===== config.mk =====
export PLATFORM = sky130hd
export DESIGN_NAME = timer_heap_expiry_engine
export DESIGN_NICKNAME = d
export VERILOG_FILES = /design/src/sv/thee_pkg.sv /design/src/sv/thee_ram.sv /design/src/sv/timer_heap_expiry_engine.sv
export SDC_FILE = /design/constraint.sdc
export NUM_CORES = 2
export LEC_CHECK = 0
export BUFFER_PORTS_ARGS = -buffer_cell sky130_fd_sc_hd__buf_2
export CELL_PAD_IN_SITES_DETAIL_PLACEMENT = 1
export CELL_PAD_IN_SITES_GLOBAL_PLACEMENT = 2
export CORE_ASPECT_RATIO = 0.5
export CORE_MARGIN = 1.5
export CORE_UTILIZATION = 24
export CTS_CLUSTER_DIAMETER = 60
export DETAILED_ROUTE_END_ITERATION = 6
export GPL_TIMING_DRIVEN = 0
export PLACE_DENSITY_LB_ADDON = 0.1
export RECOVER_POWER = 50
export SETUP_SLACK_MARGIN = 0.15
export SLEW_MARGIN = 20
export SYNTH_ARGS = -nofsm -noshare
export SYNTH_HDL_FRONTEND = slang
export SYNTH_SLANG_ARGS = --single-unit

===== constraint.sdc =====
create_clock -name clock -period 10.8 [get_ports clock]
set_input_delay 1.08 -clock clock [delete_from_list [all_inputs] [get_ports clock]]
set_output_delay 1.08 -clock clock [all_outputs]
set_load 0.005 [all_outputs]

===== src/sv/thee_pkg.sv =====
`default_nettype none
package thee_pkg;
   localparam int HEAP_CAPACITY = 32;
   localparam int TICK_PERIOD   = 65536;
   localparam int MAX_RESULTS   = 32;
   localparam int ID_W          = 6;
   localparam int DL_W          = 16;
   localparam int SLOT_W        = $clog2(HEAP_CAPACITY);
   localparam int POS_W         = SLOT_W + 1;
   localparam int ADDR_W        = SLOT_W + 1;
   localparam int NUM_W         = $clog2(MAX_RESULTS + 1);

   typedef struct packed {
      logic [DL_W-1:0] deadline;
      logic [ID_W-1:0] id;
   } entry_type;

   typedef struct packed {
      logic            mode;
      logic [ID_W-1:0] timer_id;
      logic [15:0]     delay;
   } req_type;

   typedef struct packed {
      logic [ID_W-1:0] expired_id;
      logic            last;
   } rsp_type;

   localparam logic MODE_START = 1'b0;
   localparam logic MODE_TICK  = 1'b1;

   // Memory address of a 1-based heap position within the selected heap.
   function automatic logic [ADDR_W-1:0] slot_addr(logic sel, logic [POS_W:0] pos);
      logic [POS_W:0] z;
      z = pos - 1'b1;
      return {sel, z[SLOT_W-1:0]};
   endfunction
endpackage
`default_nettype wire


===== src/sv/thee_ram.sv =====
`default_nettype none
module thee_ram (
   input  wire logic                         clock,
   input  wire logic                         wr_en,
   input  wire logic [thee_pkg::ADDR_W-1:0]  wr_addr,
   input  wire thee_pkg::entry_type          wr_data,
   input  wire logic [thee_pkg::ADDR_W-1:0]  rd_addr,
   output thee_pkg::entry_type               rd_data
);
   thee_pkg::entry_type mem [2**thee_pkg::ADDR_W];
   thee_pkg::entry_type rd_data_ff;

   // Both heaps share this array; read data is registered.
   always_ff @(posedge clock) begin
      if (wr_en) begin
         mem[wr_addr] <= wr_data;
      end
      rd_data_ff <= mem[rd_addr];
   end

   assign rd_data = rd_data_ff;
endmodule
`default_nettype wire


===== src/sv/timer_heap_expiry_engine.sv =====
`default_nettype none
// Timer queue built from two binary min-heaps held in one shared memory.
// Input channel: an item is taken when start is high and busy is low.
// mode 0 starts a timer (deadline = counter + delay, delay 0 is ignored),
// mode 1 advances the tick counter and reports expired timers.
// Result channel: rsp_valid marks one expired id for one cycle; rsp_item.last
// is set on the final expiry of a tick. The receiver cannot stall, so every
// result is simply presented once.
// A start with delay 0 or into a full target heap is dropped while busy stays low.
// Other starts sift the new entry up, reading the parent and comparing at each
// level (at most 5 levels here). A tick reads and checks the heap top; per
// expired timer it moves the last entry to the top and sifts it down, each
// level reading both children, selecting the earlier one and comparing it.
// The speed is set by the single memory read port and the one shared
// deadline comparator, which serve one heap step at a time.
// A result is registered, appearing in the cycle after the check that decides it.
// Reset clears the counts, the tick counter and the heap selection; the
// heap memory needs no clearing since data read from unfilled slots is never used.
module timer_heap_expiry_engine (
   input  wire logic              clock,
   input  wire logic              reset,
   input  wire logic              start,
   output logic                   busy,
   input  wire thee_pkg::req_type req_item,
   output logic                   rsp_valid,
   output thee_pkg::rsp_type      rsp_item
);
   localparam logic [thee_pkg::DL_W:0]   PERIOD17  = (thee_pkg::DL_W+1)'(thee_pkg::TICK_PERIOD);
   localparam logic [thee_pkg::DL_W-1:0] TICK_LAST = thee_pkg::DL_W'(thee_pkg::TICK_PERIOD - 1);
   localparam logic [thee_pkg::POS_W-1:0] CAP     = thee_pkg::POS_W'(thee_pkg::HEAP_CAPACITY);
   localparam logic [thee_pkg::NUM_W-1:0] MAXN    = thee_pkg::NUM_W'(thee_pkg::MAX_RESULTS);

   typedef enum logic [3:0] {
      ST_IDLE, ST_UP_RD, ST_UP_CMP, ST_CHK_RD, ST_CHK, ST_POP_RD, ST_POP_LD,
      ST_SD_RDL, ST_SD_RDR, ST_SD_SEL, ST_SD_DEC
   } state_type;

   state_type                     state_ff;
   logic                          hsel_ff;
   logic                          cur2_ff;
   logic [thee_pkg::POS_W-1:0]    cnt_ff [2];
   logic [thee_pkg::DL_W-1:0]     tick_ff;
   logic [thee_pkg::POS_W-1:0]    pos_ff;
   logic [thee_pkg::POS_W-1:0]    cpos_ff;
   thee_pkg::entry_type           cur_e_ff;
   thee_pkg::entry_type           lft_ff;
   thee_pkg::entry_type           chd_ff;
   logic [thee_pkg::NUM_W-1:0]    n_ff;
   logic                          pend_v_ff;
   logic [thee_pkg::ID_W-1:0]     pend_id_ff;
   logic                          rsp_valid_ff;
   thee_pkg::rsp_type             rsp_item_ff;

   logic                          mem_we;
   logic [thee_pkg::ADDR_W-1:0]   mem_wa;
   thee_pkg::entry_type           mem_wd;
   logic [thee_pkg::ADDR_W-1:0]   mem_ra;
   thee_pkg::entry_type           rd_data;

   logic [thee_pkg::DL_W-1:0]     cmp_a;
   logic [thee_pkg::DL_W-1:0]     cmp_b;
   logic                          cmp_lt;

   logic [thee_pkg::POS_W-1:0]    hcnt;
   logic [thee_pkg::POS_W:0]      lpos;
   logic [thee_pkg::POS_W:0]      rpos;
   logic [thee_pkg::POS_W:0]      pos_w;
   logic [thee_pkg::POS_W:0]      hcnt_w;

   logic [thee_pkg::DL_W:0]       sum17;
   logic [thee_pkg::DL_W:0]       wsum17;
   logic                          wrap;
   logic [thee_pkg::DL_W-1:0]     new_dl;
   logic                          tgt;
   logic [thee_pkg::DL_W:0]       tick_inc;
   logic [thee_pkg::DL_W-1:0]     tick_nxt;
   logic                          qualify;

   assign hcnt   = cnt_ff[hsel_ff];
   assign pos_w  = {1'b0, pos_ff};
   assign hcnt_w = {1'b0, hcnt};
   assign lpos   = {pos_ff, 1'b0};
   assign rpos   = {pos_ff, 1'b1};

   // Deadline of a new timer, wrapped into the next epoch when needed.
   always_comb begin
      sum17  = {1'b0, tick_ff} + {1'b0, req_item.delay};
      wrap   = sum17 >= PERIOD17;
      wsum17 = sum17 - PERIOD17;
      if (wsum17 >= PERIOD17) begin
         wsum17 = PERIOD17 - 1'b1;
      end
      new_dl = wrap ? wsum17[thee_pkg::DL_W-1:0] : sum17[thee_pkg::DL_W-1:0];
      tgt    = (wrap && tick_ff != TICK_LAST) ? ~cur2_ff : cur2_ff;
   end

   // Tick counter increment with wrap.
   always_comb begin
      tick_inc = {1'b0, tick_ff} + 1'b1;
      tick_nxt = (tick_inc >= PERIOD17) ? '0 : tick_inc[thee_pkg::DL_W-1:0];
   end

   // The one shared deadline comparator, its operands chosen by the step.
   always_comb begin
      case (state_ff)
         ST_CHK: begin
            cmp_a = tick_ff;
            cmp_b = rd_data.deadline;
         end
         ST_SD_SEL: begin
            cmp_a = rd_data.deadline;
            cmp_b = lft_ff.deadline;
         end
         ST_SD_DEC: begin
            cmp_a = chd_ff.deadline;
            cmp_b = cur_e_ff.deadline;
         end
         default: begin
            cmp_a = cur_e_ff.deadline;
            cmp_b = rd_data.deadline;
         end
      endcase
      cmp_lt = cmp_a < cmp_b;
   end

   assign qualify = (hcnt != '0) && (n_ff < MAXN) && !cmp_lt;

   // Memory port control for each step of the sequencer.
   always_comb begin
      mem_we = 1'b0;
      mem_wa = thee_pkg::slot_addr(hsel_ff, pos_w);
      mem_wd = cur_e_ff;
      mem_ra = thee_pkg::slot_addr(hsel_ff, pos_w);
      case (state_ff)
         ST_UP_RD: begin
            if (pos_ff == 1) begin
               mem_we = 1'b1;
            end else begin
               mem_ra = thee_pkg::slot_addr(hsel_ff, pos_w >> 1);
            end
         end
         ST_UP_CMP: begin
            mem_we = 1'b1;
            mem_wd = cmp_lt ? rd_data : cur_e_ff;
         end
         ST_CHK_RD: begin
            mem_ra = thee_pkg::slot_addr(hsel_ff, (thee_pkg::POS_W+1)'(1));
         end
         ST_POP_RD: begin
            mem_ra = thee_pkg::slot_addr(hsel_ff, hcnt_w);
         end
         ST_SD_RDL: begin
            if (lpos > hcnt_w) begin
               mem_we = 1'b1;
            end else begin
               mem_ra = thee_pkg::slot_addr(hsel_ff, lpos);
            end
         end
         ST_SD_RDR: begin
            mem_ra = thee_pkg::slot_addr(hsel_ff, rpos);
         end
         ST_SD_DEC: begin
            mem_we = 1'b1;
            mem_wd = cmp_lt ? chd_ff : cur_e_ff;
         end
         default: begin
            mem_we = 1'b0;
         end
      endcase
   end

   thee_ram u_ram (
      .clock   (clock),
      .wr_en   (mem_we),
      .wr_addr (mem_wa),
      .wr_data (mem_wd),
      .rd_addr (mem_ra),
      .rd_data (rd_data)
   );

   // Sequencer: state, heap bookkeeping and the result register.
   always_ff @(posedge clock) begin
      rsp_valid_ff <= 1'b0;
      if (reset) begin
         state_ff  <= ST_IDLE;
         hsel_ff   <= 1'b0;
         cur2_ff   <= 1'b0;
         cnt_ff[0] <= '0;
         cnt_ff[1] <= '0;
         tick_ff   <= '0;
         n_ff      <= '0;
         pend_v_ff <= 1'b0;
      end else begin
         case (state_ff)
            ST_IDLE: begin
               if (start) begin
                  if (req_item.mode == thee_pkg::MODE_TICK) begin
                     tick_ff   <= tick_nxt;
                     hsel_ff   <= cur2_ff;
                     n_ff      <= '0;
                     pend_v_ff <= 1'b0;
                     state_ff  <= ST_CHK_RD;
                  end else if (req_item.delay != '0 && cnt_ff[tgt] < CAP) begin
                     cnt_ff[tgt] <= cnt_ff[tgt] + 1'b1;
                     pos_ff      <= cnt_ff[tgt] + 1'b1;
                     hsel_ff     <= tgt;
                     cur_e_ff    <= '{deadline: new_dl, id: req_item.timer_id};
                     state_ff    <= ST_UP_RD;
                  end
               end
            end
            ST_UP_RD: begin
               state_ff <= (pos_ff == 1) ? ST_IDLE : ST_UP_CMP;
            end
            ST_UP_CMP: begin
               if (cmp_lt) begin
                  pos_ff   <= pos_ff >> 1;
                  state_ff <= ST_UP_RD;
               end else begin
                  state_ff <= ST_IDLE;
               end
            end
            ST_CHK_RD: begin
               state_ff <= ST_CHK;
            end
            ST_CHK: begin
               // Hold the newest expiry until it is known whether more follow.
               if (qualify) begin
                  if (pend_v_ff) begin
                     rsp_valid_ff <= 1'b1;
                     rsp_item_ff  <= '{expired_id: pend_id_ff, last: 1'b0};
                  end
                  pend_v_ff  <= 1'b1;
                  pend_id_ff <= rd_data.id;
                  n_ff       <= n_ff + 1'b1;
                  state_ff   <= ST_POP_RD;
               end else begin
                  if (pend_v_ff) begin
                     rsp_valid_ff <= 1'b1;
                     rsp_item_ff  <= '{expired_id: pend_id_ff, last: 1'b1};
                  end
                  if (tick_ff == TICK_LAST && hcnt == '0) begin
                     cur2_ff <= ~cur2_ff;
                  end
                  state_ff <= ST_IDLE;
               end
            end
            ST_POP_RD: begin
               state_ff <= ST_POP_LD;
            end
            ST_POP_LD: begin
               cur_e_ff        <= rd_data;
               cnt_ff[hsel_ff] <= hcnt - 1'b1;
               pos_ff          <= thee_pkg::POS_W'(1);
               state_ff        <= ST_SD_RDL;
            end
            ST_SD_RDL: begin
               state_ff <= (lpos > hcnt_w) ? ST_CHK_RD : ST_SD_RDR;
            end
            ST_SD_RDR: begin
               lft_ff   <= rd_data;
               state_ff <= ST_SD_SEL;
            end
            ST_SD_SEL: begin
               if (rpos <= hcnt_w && cmp_lt) begin
                  chd_ff  <= rd_data;
                  cpos_ff <= rpos[thee_pkg::POS_W-1:0];
               end else begin
                  chd_ff  <= lft_ff;
                  cpos_ff <= lpos[thee_pkg::POS_W-1:0];
               end
               state_ff <= ST_SD_DEC;
            end
            ST_SD_DEC: begin
               if (cmp_lt) begin
                  pos_ff   <= cpos_ff;
                  state_ff <= ST_SD_RDL;
               end else begin
                  state_ff <= ST_CHK_RD;
               end
            end
            default: begin
               state_ff <= ST_IDLE;
            end
         endcase
      end
   end

   assign busy      = (state_ff != ST_IDLE);
   assign rsp_valid = rsp_valid_ff;
   assign rsp_item  = rsp_item_ff;
endmodule
`default_nettype wire


==> flow_metrics.env <==
export IMPL_status="finished, violations left"
export IMPL_violations_in_the_final_reports="capacitance limit, slew limit"
export IMPL_worstPathMaxFanout=23
export IMPL_pre_cts_ws_ns=3.19
export IMPL_number_of_post_cts_setup_repair_buffers=0
export IMPL_synth_nets=3913
export IMPL_remaining_drcs=0
export IMPL_reg2regPathDepth=20
export IMPL_critPathArrivalTime_ns=8.52
export IMPL_maxCapViolCount=9
export IMPL_asr_flop_ratio_synth_pct=0
export IMPL_core_area_um2=263000
export IMPL_start_kind="flip-flop"
export IMPL_ir_worst_vdd_uv=126
export IMPL_syn_instance_count=3841
export IMPL_hold_path_startpoint="pend_id_ff[3]$_DFFE_PP_"
export IMPL_timing_critical_path_slowest_stage_cell="a2111oi_4"
export IMPL_num_vias=36273
export IMPL_clockBufferDepth=4
export IMPL_power_density_cell_area_nw_per_um2=239
export IMPL_clock_tree_htree_level_count=4
export IMPL_cpMostUsedCell="clkbuf_1"
export IMPL_finalPower_uw=18100
export IMPL_synth_top_cells_by_area="edfxtp_1 (71%), mux4_2 (7.8%), mux2i_1 (3.2%)"
export IMPL_worst_slew_pin_slew_ns=2.15
export IMPL_io_pins=35
export IMPL_number_of_optimization_iterations_in_the_first_detailed_route_pass=7
export IMPL_dominant_combinational_cell_family_by_area_after_synthesis="multiplexers"
export IMPL_post_synth_mux_area_share_pct=11.7
export IMPL_cpLargestDelayFamily="compound AO/OA/AOI/OAI gates"
export IMPL_compound_gate_portion_of_the_synthesized_area_pct=4.33
export IMPL_r2r_end="u_ram.mem[8][19]$_DFFE_PP_"
export IMPL_yosys_cell_count_top_type="edfxtp_1"
export IMPL_grt_use_total_pct=17.1
export IMPL_die_width_um=731
export IMPL_static_leakage_power_uw=0.0246
export IMPL_timing_worst_setup_path_type="flip-flop to flip-flop"
export IMPL_starting_drc_count_in_detailed_routing=3078
export IMPL_cts_buffers_inserted=172
export IMPL_layout_drive_gt1_share_pct=17.2
export IMPL_design_final_nets=4259
export IMPL_cts_hold_buf=0
export IMPL_yosys_area_share_adder_pct=0.916
export IMPL_antenna_violating_nets_post_route=0
export IMPL_dpl_cell_count=7523
export IMPL_synth_seq_cells=1564
export IMPL_synth_area_in_xor_xnor_pct=0.714
export IMPL_critPathBufInv=8
export IMPL_critical_path_reg2reg_startpoint="state_ff[0]$_SDFFE_PP0P_"
export IMPL_synth_enable_flop_cells=1511
export IMPL_clockRootBuffer="clkbuf_16"
export IMPL_globalRoute_totalOverflow=0
export IMPL_hold_path_endpoint="rsp_item[4]$_DFFE_PP_"
export IMPL_postCtsResizedCells=0
export IMPL_clock_latency_ns=0.86
export IMPL_fin_cells=7838
export IMPL_slew_limit_headroom_pct=-43.7
export IMPL_setup_violations=0
export IMPL_post_synth_top_cells="edfxtp_1 (1511), nand2_1 (515), nand3_1 (253)"
export IMPL_synth_area_leader_cell="edfxtp_1"
export IMPL_rows=133
export IMPL_synth_yosys_seq_area_share_pct=73.0
export IMPL_route_final_wire_length_mm=232
export IMPL_worstHoldPathType="flip-flop to flip-flop"
export IMPL_fin_util_pct=28.8
export IMPL_min_period_ns=7.85
export IMPL_fp_dieArea_um2=268000
export IMPL_post_route_clock_skew_ns=0.0851
export IMPL_highest_clock_rate_mhz=127
export IMPL_clkSinkCount=1564
export IMPL_yosys_area_top_type_share_pct=71.3
export IMPL_yosysWarningCount=0
export IMPL_ff2ff_setup_slack_ns=2.95
export IMPL_port_buffers=34
export IMPL_cp_slowest_stage_delay_ns=0.69
export IMPL_cp_end_kind="flip-flop"
export IMPL_period_share_pct=72.6
export IMPL_critical_path_cell_chain="clkbuf_1 > nor4bb_1 > clkbuf_1 > nor2_1 > clkbuf_1 > nand2_1 > clkbuf_1 > a21oi_1 > ha_1 > or4_1 > a221oi_1 > o211ai_1 > a311o_1 > a2111oi_4 > o21ai_2 > clkbuf_2 > o21ai_4 > buf_8 > buf_16 > buf_16"
export IMPL_dp_hpwl_mm=169
export IMPL_synthesis_area_per_instance_um2=16.6
export IMPL_routabilityCongestion=0.797
export IMPL_fin_hold_ws_ns=0.422
export IMPL_initial_cell_density_of_the_core_pct=24.2
export IMPL_dieHeight_um=367
export IMPL_wire_per_inst_um=29.6
export IMPL_setup_repair_after_global_routing_missed_its_margin="false"
export IMPL_cts_tree="built"
export IMPL_finalHoldViolations=0
export IMPL_grt_pass1_wl_mm=319
export IMPL_grt_max_degree=33
export IMPL_post_synthesis_instance_area_um2=63600
export IMPL_wp_data_required_ns=11.47
export IMPL_grt_antenna_before_repair=23
export IMPL_grt_pass1_vias=38071
export IMPL_synth_simple_gate_area_share_pct=7.61
export IMPL_number_of_cells_on_the_worst_hold_path=0
export IMPL_synth_main_ff_cell="edfxtp_1"
export IMPL_slew_viol_final=169
export IMPL_route_detailed_vias_per_inst=4.63
export IMPL_layout_setup_ws_ns=2.95
export IMPL_synth_distinct_cells=74
export IMPL_cts_reportedPaths_clkPinSlew_ns=0.06
export IMPL_areaGrowthSynthToFinish_pct=19.4
layout by cell type, fill, tap and decap left out, types with 21 or more instances in the layout:
| cell | count |
|---|---|
| o22ai_1 | 23 |
| buf_2 | 109 |
| clkinv_2 | 27 |
| dfxtp_1 | 53 |
| buf_16 | 49 |
| nand2b_1 | 29 |
| nor2_1 | 140 |
| a22oi_1 | 38 |
| o21ai_0 | 69 |
| nand4_1 | 30 |
| xor2_1 | 31 |
| a21oi_1 | 87 |
| edfxtp_1 | 1511 |
| mux2i_1 | 205 |
| mux2_1 | 22 |
| clkbuf_1 | 198 |
| o21ai_4 | 22 |
| ha_1 | 45 |
| clkbuf_16 | 175 |
| clkinv_1 | 45 |
| a22o_1 | 63 |
| nand2_1 | 515 |
| nand3_1 | 253 |
| inv_1 | 21 |
| mux4_2 | 220 |
through the flow:
step	instance area, µm²	TNS, ns
final	75900	0
after global routing	75900	0
after CTS	77800	0
after detailed placement	72400	0
after global placement	68200	-6152.87
after floorplan	63600	0
registers in the layout, summed over array words and instances (netlist names), 4 cells and up, named ones only:
signal         cells
rsp_item           7
tick_ff           16
cpos_ff            6
pend_id_ff         6
u_ram.mem       1408
lft_ff            22
cur_e_ff          22
cnt_ff            12
state_ff           4
chd_ff            22
n_ff               6
u_ram.rd_data     22
pos_ff             6
how the worst max path moves through the flow:
| stage | from | endpoint | slack [ns] | cells past startpoint |
|---|---|---|---|---|
| finish | state_ff[0]$_SDFFE_PP0P_ | u_ram.mem[8][19]$_DFFE_PP_ | 2.95 | 20 |
| global route | state_ff[0]$_SDFFE_PP0P_ | u_ram.mem[28][19]$_DFFE_PP_ | 2.51 | 20 |
| CTS | state_ff[3]$_SDFFE_PP0P_ | u_ram.mem[8][19]$_DFFE_PP_ | 3.20 | 20 |
| detailed placement | state_ff[3]$_SDFFE_PP0P_ | u_ram.mem[8][19]$_DFFE_PP_ | 3.19 | 20 |
| global placement | state_ff[1]$_SDFFE_PP0P_ | u_ram.mem[26][8]$_DFFE_PP_ | -6.05 | 16 |
| floorplan | state_ff[1]$_SDFFE_PP0P_ | u_ram.mem[0][13]$_DFFE_PP_ | 3.58 | 17 |
metal layers:
metal | vias to the layer above | global-route usage [%] | share of wire [%]
met4 | 4 | 4.10 | 2.4
li1 | 15805 | - | -
met1 | 19371 | 25.0 | 48
met2 | 851 | 25.9 | 44
met5 | - | 0.605 | 0.10
met3 | 242 | 3.24 | 5.5
logic make-up after synthesis:
family          after synthesis
compound gates              412
flops                      1564
simple gates               1069
mux                         465
buf+inv                     234
xor+xnor                     51
fa+ha+maj                    46
area by class of cell:
type / count / area [µm²]
timing repair buffer: 172 / 2200
fill: 27407 / 187000
buffer: 213 / 1010
multi-input combinational: 2043 / 16400
antenna: 10 / 25.0
clock inverter: 94 / 813
inverter: 21 / 78.8
sequential: 1564 / 46400
clock buffer: 211 / 4540
tap: 3510 / 4390
power breakdown:
part	total, µW	switching [µW]	internal [µW]	leakage [µW]
logic	5150	3550	1600	0.00788
registers	7130	106	7030	0.0141
clock network	5840	2500	3340	0.00263
total	18100	6160	12000	0.0246
Note: power is estimated with default switching activity, not from simulation.
